$ cat src/rtl/core/sorted_timer_queue_macros.svh
// assertion macros for the sorted timer queue
`ifndef SORTED_TIMER_QUEUE_MACROS_SVH
`define SORTED_TIMER_QUEUE_MACROS_SVH
`ifndef SYNTHESIS
// condition now implies consequence now
`define STQ_ASSERT_NOW(lbl, clk_s, rstn_s, ante, cons) \
  lbl: assert property (@(posedge clk_s) disable iff (!rstn_s) (ante) |-> (cons)) \
    else $error("sorted_timer_queue: assertion failed");
// condition now implies consequence in the next cycle
`define STQ_ASSERT_NEXT(lbl, clk_s, rstn_s, ante, cons) \
  lbl: assert property (@(posedge clk_s) disable iff (!rstn_s) (ante) |=> (cons)) \
    else $error("sorted_timer_queue: assertion failed");
`else
`define STQ_ASSERT_NOW(lbl, clk_s, rstn_s, ante, cons)
`define STQ_ASSERT_NEXT(lbl, clk_s, rstn_s, ante, cons)
`endif
`endif

$ cat src/rtl/core/stq_pkg.sv
// shared types and constants for the sorted timer queue
`timescale 1ns / 1ps
package stq_pkg;
  localparam int ENTRIES   = 16;
  localparam int TIME_BITS = 32;
  localparam int MAX_OUT   = 16;
  localparam int IDX_W     = $clog2(ENTRIES);
  localparam int CNT_W     = $clog2(ENTRIES + 1);
  localparam int K_W       = $clog2(MAX_OUT + 1);
  localparam int SLOT_W    = 4;
  localparam int CMD_W     = 2;
  localparam int STAT_W    = 3;

  typedef enum logic [CMD_W-1:0] {
    CMD_ADD    = 2'd0,
    CMD_ADJUST = 2'd1,
    CMD_DELETE = 2'd2,
    CMD_TICK   = 2'd3
  } stq_cmd_t;

  typedef enum logic [STAT_W-1:0] {
    ST_DONE     = 3'd0,
    ST_BUSY     = 3'd1,
    ST_UNLISTED = 3'd2,
    ST_EXPIRED  = 3'd3,
    ST_NONE     = 3'd4
  } stq_status_t;

  typedef enum logic [2:0] {
    S_IDLE,
    S_DECODE,
    S_SCAN,
    S_FIND,
    S_TICK
  } stq_state_t;

  typedef enum logic [2:0] {
    OP_NONE,
    OP_LOAD,
    OP_STEP,
    OP_INSERT,
    OP_REMOVE,
    OP_SET_EXP
  } stq_op_t;

  typedef struct packed {
    stq_op_t     op;
    logic        set_exp;
    logic        clr_listed;
    logic        emit;
    stq_status_t emit_status;
    logic        emit_last;
    logic        emit_head;
  } stq_ctrl_t;

  typedef struct packed {
    stq_cmd_t cmd;
    logic     slot_bad;
    logic     listed;
    logic     at_end;
    logic     exp_gt;
    logic     slot_match;
    logic     succ_ok;
    logic     head_exp;
    logic     next_exp;
    logic     k_zero;
    logic     k_last;
  } stq_flags_t;
endpackage

$ cat src/rtl/core/stq_datapath.sv
// list storage, scan index and result register of the sorted timer queue
`timescale 1ns / 1ps
module stq_datapath (
  input  logic                         clk,
  input  logic                         rst_n,
  input  stq_pkg::stq_ctrl_t           ctrl,
  input  logic [stq_pkg::CMD_W-1:0]    in_command,
  input  logic [stq_pkg::SLOT_W-1:0]   in_slot,
  input  logic [stq_pkg::TIME_BITS-1:0] in_expiry_time,
  input  logic [stq_pkg::TIME_BITS-1:0] in_current_time,
  output stq_pkg::stq_flags_t          flags,
  output logic                         out_strobe,
  output logic [stq_pkg::STAT_W-1:0]   out_status,
  output logic [stq_pkg::SLOT_W-1:0]   out_result_slot,
  output logic [stq_pkg::TIME_BITS-1:0] out_result_expiry,
  output logic                         out_last_of_run
);
  import stq_pkg::*;

  logic [IDX_W-1:0]     order_r [ENTRIES];
  logic [TIME_BITS-1:0] expiry_r [ENTRIES];
  logic [ENTRIES-1:0]   listed_r;
  logic [CNT_W-1:0]     count_r;
  logic [IDX_W-1:0]     idx_r;
  logic [K_W-1:0]       k_r;
  stq_cmd_t             cmd_r;
  logic [SLOT_W-1:0]    slot_r;
  logic [TIME_BITS-1:0] exp_r;
  logic [TIME_BITS-1:0] now_r;

  logic                 strobe_r;
  logic [STAT_W-1:0]    status_r;
  logic [SLOT_W-1:0]    rslot_r;
  logic [TIME_BITS-1:0] rexp_r;
  logic                 last_r;

  logic [IDX_W-1:0]     slot_ix;
  logic [IDX_W-1:0]     idx_p1;
  logic [IDX_W-1:0]     cur_slot;
  logic [IDX_W-1:0]     head_slot;
  logic [IDX_W-1:0]     sec_slot;

  assign slot_ix   = IDX_W'(slot_r);
  assign idx_p1    = idx_r + 1'b1;
  assign cur_slot  = order_r[idx_r];
  assign head_slot = order_r[0];
  assign sec_slot  = order_r[1];

  always_comb begin
    flags.cmd        = cmd_r;
    flags.slot_bad   = int'(slot_r) >= ENTRIES;
    flags.listed     = listed_r[slot_ix];
    flags.at_end     = CNT_W'(idx_r) == count_r;
    flags.exp_gt     = expiry_r[cur_slot] > exp_r;
    flags.slot_match = cur_slot == slot_ix;
    flags.succ_ok    = (CNT_W'(idx_r) + CNT_W'(1) < count_r) &&
                       !(exp_r < expiry_r[order_r[idx_p1]]);
    flags.head_exp   = (count_r != '0) && !(now_r < expiry_r[head_slot]);
    flags.next_exp   = (count_r > CNT_W'(1)) && !(now_r < expiry_r[sec_slot]);
    flags.k_zero     = k_r == '0;
    flags.k_last     = k_r == K_W'(MAX_OUT - 1);
  end

  // control state
  always_ff @(posedge clk) begin
    if (!rst_n) begin
      listed_r <= '0;
      count_r  <= '0;
      strobe_r <= 1'b0;
    end else begin
      strobe_r <= ctrl.emit;
      if (ctrl.op == OP_INSERT) begin
        listed_r[slot_ix] <= 1'b1;
        count_r           <= count_r + CNT_W'(1);
      end else if (ctrl.op == OP_REMOVE) begin
        if (ctrl.clr_listed) listed_r[cur_slot] <= 1'b0;
        count_r <= count_r - CNT_W'(1);
      end
    end
  end

  // payload: list order, expiries, latched request, result register
  always_ff @(posedge clk) begin
    case (ctrl.op)
      OP_LOAD: begin
        cmd_r  <= stq_cmd_t'(in_command);
        slot_r <= in_slot;
        exp_r  <= in_expiry_time;
        now_r  <= in_current_time;
        idx_r  <= '0;
        k_r    <= '0;
      end
      OP_STEP: idx_r <= idx_p1;
      OP_INSERT: begin
        for (int j = 1; j < ENTRIES; j++) begin
          if (IDX_W'(j) > idx_r) order_r[j] <= order_r[j-1];
        end
        order_r[idx_r] <= slot_ix;
      end
      OP_REMOVE: begin
        for (int j = 0; j < ENTRIES - 1; j++) begin
          if (IDX_W'(j) >= idx_r) order_r[j] <= order_r[j+1];
        end
        if (ctrl.emit_head) k_r <= k_r + K_W'(1);
      end
      default: ;
    endcase
    if (ctrl.set_exp) expiry_r[slot_ix] <= exp_r;
    if (ctrl.emit) begin
      status_r <= ctrl.emit_status;
      last_r   <= ctrl.emit_last;
      rslot_r  <= ctrl.emit_head ? SLOT_W'(head_slot) :
                  (ctrl.emit_status == ST_NONE ? '0 : slot_r);
      rexp_r   <= ctrl.emit_head ? expiry_r[head_slot] : '0;
    end
  end

  assign out_strobe        = strobe_r;
  assign out_status        = status_r;
  assign out_result_slot   = rslot_r;
  assign out_result_expiry = rexp_r;
  assign out_last_of_run   = last_r;
endmodule

$ cat src/rtl/core/stq_ctrl.sv
// sequencing state machine of the sorted timer queue
`timescale 1ns / 1ps
module stq_ctrl (
  input  logic                clk,
  input  logic                rst_n,
  input  logic                start,
  input  stq_pkg::stq_flags_t flags,
  output stq_pkg::stq_ctrl_t  ctrl,
  output logic                busy
);
  import stq_pkg::*;

  stq_state_t state_r, state_nxt;

  always_ff @(posedge clk) begin
    if (!rst_n) state_r <= S_IDLE;
    else        state_r <= state_nxt;
  end

  always_comb begin
    state_nxt        = state_r;
    ctrl.op          = OP_NONE;
    ctrl.set_exp     = 1'b0;
    ctrl.clr_listed  = 1'b0;
    ctrl.emit        = 1'b0;
    ctrl.emit_status = ST_DONE;
    ctrl.emit_last   = 1'b1;
    ctrl.emit_head   = 1'b0;
    unique case (state_r)
      S_IDLE: begin
        if (start) begin
          ctrl.op   = OP_LOAD;
          state_nxt = S_DECODE;
        end
      end
      S_DECODE: begin
        if (flags.cmd == CMD_TICK) begin
          state_nxt = S_TICK;
        end else if (flags.slot_bad) begin
          ctrl.emit = 1'b1; ctrl.emit_status = ST_UNLISTED; state_nxt = S_IDLE;
        end else if (flags.cmd == CMD_ADD) begin
          if (flags.listed) begin
            ctrl.emit = 1'b1; ctrl.emit_status = ST_BUSY; state_nxt = S_IDLE;
          end else begin
            state_nxt = S_SCAN;
          end
        end else if (!flags.listed) begin
          ctrl.emit = 1'b1; ctrl.emit_status = ST_UNLISTED; state_nxt = S_IDLE;
        end else begin
          state_nxt = S_FIND;
        end
      end
      S_SCAN: begin
        if (flags.at_end || flags.exp_gt) begin
          ctrl.op      = OP_INSERT;
          ctrl.set_exp = 1'b1;
          ctrl.emit    = 1'b1;
          state_nxt    = S_IDLE;
        end else begin
          ctrl.op = OP_STEP;
        end
      end
      S_FIND: begin
        if (flags.at_end) begin
          ctrl.emit = 1'b1; ctrl.emit_status = ST_UNLISTED; state_nxt = S_IDLE;
        end else if (!flags.slot_match) begin
          ctrl.op = OP_STEP;
        end else if (flags.cmd == CMD_DELETE) begin
          ctrl.op = OP_REMOVE; ctrl.clr_listed = 1'b1;
          ctrl.emit = 1'b1; state_nxt = S_IDLE;
        end else begin
          ctrl.set_exp = 1'b1;
          if (flags.succ_ok) begin
            ctrl.op   = OP_REMOVE;
            state_nxt = S_SCAN;
          end else begin
            ctrl.emit = 1'b1; state_nxt = S_IDLE;
          end
        end
      end
      S_TICK: begin
        if (!flags.head_exp) begin
          ctrl.emit        = flags.k_zero;
          ctrl.emit_status = ST_NONE;
          state_nxt        = S_IDLE;
        end else begin
          ctrl.op          = OP_REMOVE;
          ctrl.clr_listed  = 1'b1;
          ctrl.emit        = 1'b1;
          ctrl.emit_head   = 1'b1;
          ctrl.emit_status = ST_EXPIRED;
          ctrl.emit_last   = !(flags.next_exp && !flags.k_last);
          if (ctrl.emit_last) state_nxt = S_IDLE;
        end
      end
      default: state_nxt = S_IDLE;
    endcase
  end

  assign busy = state_r != S_IDLE;
endmodule

$ cat src/rtl/core/sorted_timer_queue.sv
// top level of the sorted timer queue
// sorted timer queue: up to sixteen timer slots held in a list ordered by
// expiry, equal expiries in the order they were placed
// request channel: drive in_command, in_slot, in_expiry_time and
// in_current_time with start high; the request is taken at a clock edge
// where busy is low, and busy drops as its last result is registered
// commands: add, adjust expiry, delete, tick (report and drop everything
// expired at the head, at most sixteen per tick)
// result channel: each result sits on the out_ ports for one cycle with
// out_strobe high; out_last_of_run marks the final result of a request
// the receiver cannot hold results back, so none are ever stalled
// add: load, decode, a scan one entry a cycle to the insert position,
// then the insert, which registers the result; adjust and delete scan
// to the slot, and an adjust with a move removes it and scans on to its
// new position; tick: load, decode, then one result a cycle; requests
// are served one at a time, a new one taken only once busy is low
// reset (synchronous, active low) empties the list and idles the block;
// slot expiries and list contents are not cleared, only the listed flags
`timescale 1ns / 1ps
`include "sorted_timer_queue_macros.svh"
module sorted_timer_queue (
  input  logic                           clk,
  input  logic                           rst_n,
  input  logic                           start,
  output logic                           busy,
  input  logic [stq_pkg::CMD_W-1:0]      in_command,
  input  logic [stq_pkg::SLOT_W-1:0]     in_slot,
  input  logic [stq_pkg::TIME_BITS-1:0]  in_expiry_time,
  input  logic [stq_pkg::TIME_BITS-1:0]  in_current_time,
  output logic                           out_strobe,
  output logic [stq_pkg::STAT_W-1:0]     out_status,
  output logic [stq_pkg::SLOT_W-1:0]     out_result_slot,
  output logic [stq_pkg::TIME_BITS-1:0]  out_result_expiry,
  output logic                           out_last_of_run
);
  import stq_pkg::*;

  stq_ctrl_t  ctrl;   // commands from the sequencer
  stq_flags_t flags;  // list status back to the sequencer

  stq_ctrl u_ctrl (
    .clk   (clk),
    .rst_n (rst_n),
    .start (start),
    .flags (flags),
    .ctrl  (ctrl),
    .busy  (busy)
  );

  stq_datapath u_dp (
    .clk               (clk),
    .rst_n             (rst_n),
    .ctrl              (ctrl),
    .in_command        (in_command),
    .in_slot           (in_slot),
    .in_expiry_time    (in_expiry_time),
    .in_current_time   (in_current_time),
    .flags             (flags),
    .out_strobe        (out_strobe),
    .out_status        (out_status),
    .out_result_slot   (out_result_slot),
    .out_result_expiry (out_result_expiry),
    .out_last_of_run   (out_last_of_run)
  );

  // no result can appear in the cycle straight after a request is taken
  `STQ_ASSERT_NEXT(a_no_early_result, clk, rst_n, start && !busy, !out_strobe)
  // the final result of a request leaves with the block already idle
  `STQ_ASSERT_NOW(a_last_idle, clk, rst_n, out_strobe && out_last_of_run, !busy)
  // a result that is not the last keeps the block busy
  `STQ_ASSERT_NOW(a_more_busy, clk, rst_n, out_strobe && !out_last_of_run, busy)
endmodule

$ cat config.mk
export PLATFORM = sky130hd
export DESIGN_NAME = sorted_timer_queue
export DESIGN_NICKNAME = d
export VERILOG_FILES = /design/src/rtl/core/stq_pkg.sv /design/src/rtl/core/stq_datapath.sv /design/src/rtl/core/stq_ctrl.sv /design/src/rtl/core/sorted_timer_queue.sv
export VERILOG_INCLUDE_DIRS = /design/src /design/src/rtl/core
export SDC_FILE = /design/constraint.sdc
export NUM_CORES = 2
export LEC_CHECK = 0
export BUFFER_PORTS_ARGS = -buffer_cell sky130_fd_sc_hd__buf_2
export CAP_MARGIN = 20
export CORE_MARGIN = 2
export CORE_UTILIZATION = 45
export CTS_CLUSTER_DIAMETER = 100
export DETAILED_ROUTE_END_ITERATION = 10
export HOLD_SLACK_MARGIN = 0.08
export PLACE_DENSITY_LB_ADDON = 0.15
export SLEW_MARGIN = 20
export SYNTH_ARGS = -nofsm -noshare
export SYNTH_HDL_FRONTEND = slang
export SYNTH_SLANG_ARGS = --single-unit
$ cat constraint.sdc
create_clock -name clk -period 9.2 [get_ports clk]
set_input_delay 0.92 -clock clk [delete_from_list [all_inputs] [get_ports clk]]
set_output_delay 0.92 -clock clk [all_outputs]
set_load 0.03 [all_outputs]
==> flow_summary.ini <==
[timing]
finalSetupTns_ns = 0
fin_crit_ns = 8.32
final_hold_viol_count = 0
report.final.setup_viol = 0
rsz0062_at_grt = false
finClkSkew_ns = 0.0361
max_freq_ghz = 0.120
finalMaxSlewViolations = 0
tightest_slew_ns = 1.10
final.period_utilization_pct = 90.4
slew_headroom_pct = 25.8

[synth]
yosysWarnings = 0
synth-edff-count = 695
synthCells = 2779
yosysTopAreaCell = edfxtp_1
synth_ff_type = edfxtp_1
ys_top_cells_by_count = 695 x edfxtp_1, 614 x mux4_2, 143 x ha_1
ys_async_sr_fraction_pct = 0
syn_nets = 2995
syn-cell-area_mm2 = 0.0447
yosys.area.top_type_share_pct = 46.7
ys_seq_area_share_pct = 48.0
syn_avg_cell_area_um2 = 16.1
post-synth-top-count-cell = edfxtp_1
synthDistinctLibCells = 72
ys_ff_latch = 724
ys_top_cells_by_area = edfxtp_1 47%, mux4_2 31%, ha_1 4.0%, mux2i_1 2.6%, mux2_2 1.9%

[min_path]
hold_path_depth = 1
worstHoldEndpoint = u_dp.now_r[10]$_DFFE_PP_
min-delay-start = in_current_time[10]
min_path_type = in -> reg

[floorplan]
coreArea_mm2 = 0.0984
fp-row-count = 115
num_io_pins = 115
start_util_pct = 45.4
die_w_um = 319
die-area_mm2 = 0.102
fp.dieH_um = 319

[final_layout]
syn_to_final_growth_pct = 11.5
final_area_mm2 = 0.0499
drive_above_1_share_pct = 36.4
antenna_cells = 0
fillers = 8107
fin_cells = 4194
num-nets-final = 3050

[placement]
numPortBuffers = 114
dp_cells = 4034
routabilityCongestion = 0.927
dp_hpwl_um = 85100
placed_area_mm2 = 0.0470

[drt]
drtIter0Drc = 3521
drc = 0
firstDrtPassIters = 7
ant_nets = 0
wl_per_cell_um = 33.5
via_per_inst = 6.89
vias = 28886
wirelength_um = 140000

[critical_path]
worstSetupStartpointType = flip-flop
r2r_start = u_dp.idx_r[1]$_DFFE_PN_
crit_type = reg -> reg
worstPathArrival_ns = 8.59
crit_required_ns = 9.47
end_kind = flip-flop
reg2reg_to = u_dp.order_r[2][1]$_DFFE_PP_
crit_fanout = 88
reg2reg_setup_slack_ns = 0.88
reg2reg_depth = 21

[clocking]
cts-buffers-inserted = 85
cts_hold_buffers = 0
post_cts_resized = 0
post_cts_buffers = 0
insertion_delay_ns = 0.66
htree_levels = 3
path_clk_slew_ns = 0.06
tritoncts = yes
root_buffer = clkbuf_16
ctsLongestPathBuffers = 3
cts_sinks = 724

[pwr]
p_total_mw = 12.8
ir_worst_vdd_v = 0.000266
powerDensity_mw_per_mm2 = 256
leakagePower_nw = 17.1

[grt]
first_global_vias = 29751
grt_util_all_layers_pct = 27.7
antenna_found_initial = 2
grt_max_degree = 128
grt_overflow = 0
grt_pass1_wl_um = 205000

[run_status]
status = completed

[run]
cap_violations = 0
## power by group
part	switching (mW)	internal [mW]	total, mW
Combinational	2.89	2.39	5.29
Sequential	0.174	3.81	3.98
Clock	1.42	2.06	3.48
Total	4.48	8.27	12.8
## layer usage
| layer | track usage (%) | routed length [um] | vias up |
|---|---|---|---|
| met5 | 0 | 0 | - |
| met3 | 4.59 | 11900 | 339 |
| met2 | 45.0 | 67500 | 1618 |
| met4 | 12.2 | 6360 | 0 |
| met1 | 37.0 | 54700 | 15127 |
| li1 | - | - | 11802 |
## sequential cells by signal (all words and copies together) (netlist names), named ones only
name / cells
u_dp.out_last_of_run: 1
u_dp.order_r: 64
u_dp.k_r: 5
u_dp.cmd_r: 2
u_dp.out_result_slot: 4
u_dp.count_r: 5
u_dp.listed_r: 16
u_dp.exp_r: 32
u_dp.out_status: 3
u_dp.expiry_r: 512
u_dp.slot_ix: 4
u_dp.idx_r: 4
u_dp.out_strobe: 1
u_ctrl.state_r: 3
u_dp.out_result_expiry: 32
u_dp.now_r: 32
## metrics by stage
stage	utilization, %	hold WS [ns]	worst slack, ns
final	50.7	0.433	0.880
after floorplan	-	0.451	1.45
after global routing	50.7	0.415	0.532
after global placement	47.7	0.468	1.16
after CTS	50.7	0.394	0.997
after detailed placement	47.7	0.480	1.04
## worst max-delay path by stage
stage,start,end,slack (ns),cells after the start
after floorplan,flip-flop,u_dp.expiry_r[2][0]$_DFFE_PP_,1.45,25
after global placement,flip-flop,u_dp.out_result_expiry[11]$_SDFFCE_PN0P_,1.16,19
after detailed placement,u_dp.idx_r[1]$_DFFE_PN_,u_dp.order_r[2][1]$_DFFE_PP_,1.04,20
after CTS,u_dp.idx_r[1]$_DFFE_PN_,u_dp.order_r[2][1]$_DFFE_PP_,1.0,20
after global routing,u_dp.idx_r[1]$_DFFE_PN_,u_dp.order_r[2][1]$_DFFE_PP_,0.53,22
final,u_dp.idx_r[1]$_DFFE_PN_,u_dp.order_r[2][1]$_DFFE_PP_,0.88,21
## critical path, cell delays in order (launching register included)
cell,delay [ns]
edfxtp_1,0.51
inv_1,0.22
ha_1,0.68
buf_4,0.30
mux4_2,0.52
mux2_2,0.31
mux2_8,0.56
buf_4,0.44
mux4_2,0.34
mux2_2,0.28
a21oi_1,0.19
ha_1,0.33
nand3_1,0.12
nor3_1,0.58
o211ai_1,0.37
a221oi_1,0.36
o21ai_1,0.16
a211oi_2,0.22
buf_4,0.28
nor3_1,0.07
buf_4,0.23
nor4_1,0.70
## cells by family (layout without fill, tap and decap cells)
family                     Yosys count  count (layout)  share of synthesized area, %
AOI/OAI and AO/OA                  336             336                          4.70
xor gates and xnor gates            12              12                         0.252
adders and majority gates          143             143                          4.00
buffers and inverters              345             473                          3.05
DFF                                724             724                          48.0
muxes                              808             808                          35.5
and+or+nand+nor                    411             411                          4.51
## area by class of cell
| class | instances | area (um^2) | share of cell area [%] |
|---|---|---|---|
| clock inverters | 55 | 584 | 1.17 |
| well taps | 1287 | 1610 | 3.23 |
| multi-input cells | 1710 | 22100 | 44.3 |
| repair buffers | 193 | 1390 | 2.79 |
| clock buffers | 105 | 2300 | 4.61 |
| flip-flops and latches | 724 | 21500 | 43.0 |
| inverters | 120 | 453 | 0.908 |
## placed cells by master, fill, tap and decap left out, types with 13 or more instances in the layout
cell / count
edfxtp_1: 695
nor4_1: 38
o21ai_0: 93
nor3_1: 26
clkinv_2: 17
clkbuf_1: 15
a21oi_1: 93
o22ai_1: 14
dfxtp_1: 29
o211ai_1: 13
mux2_2: 75
buf_12: 18
nor2_4: 13
nand4_1: 25
mux4_2: 610
nand2b_1: 13
nor2b_1: 17
a21o_1: 33
nand2_1: 94
nand3_1: 27
buf_4: 61
buf_2: 114
nor2_1: 102
ha_1: 143
clkbuf_16: 89
mux2i_1: 117
inv_1: 117
a31oi_1: 15
Power figures use the tool's default switching activity.
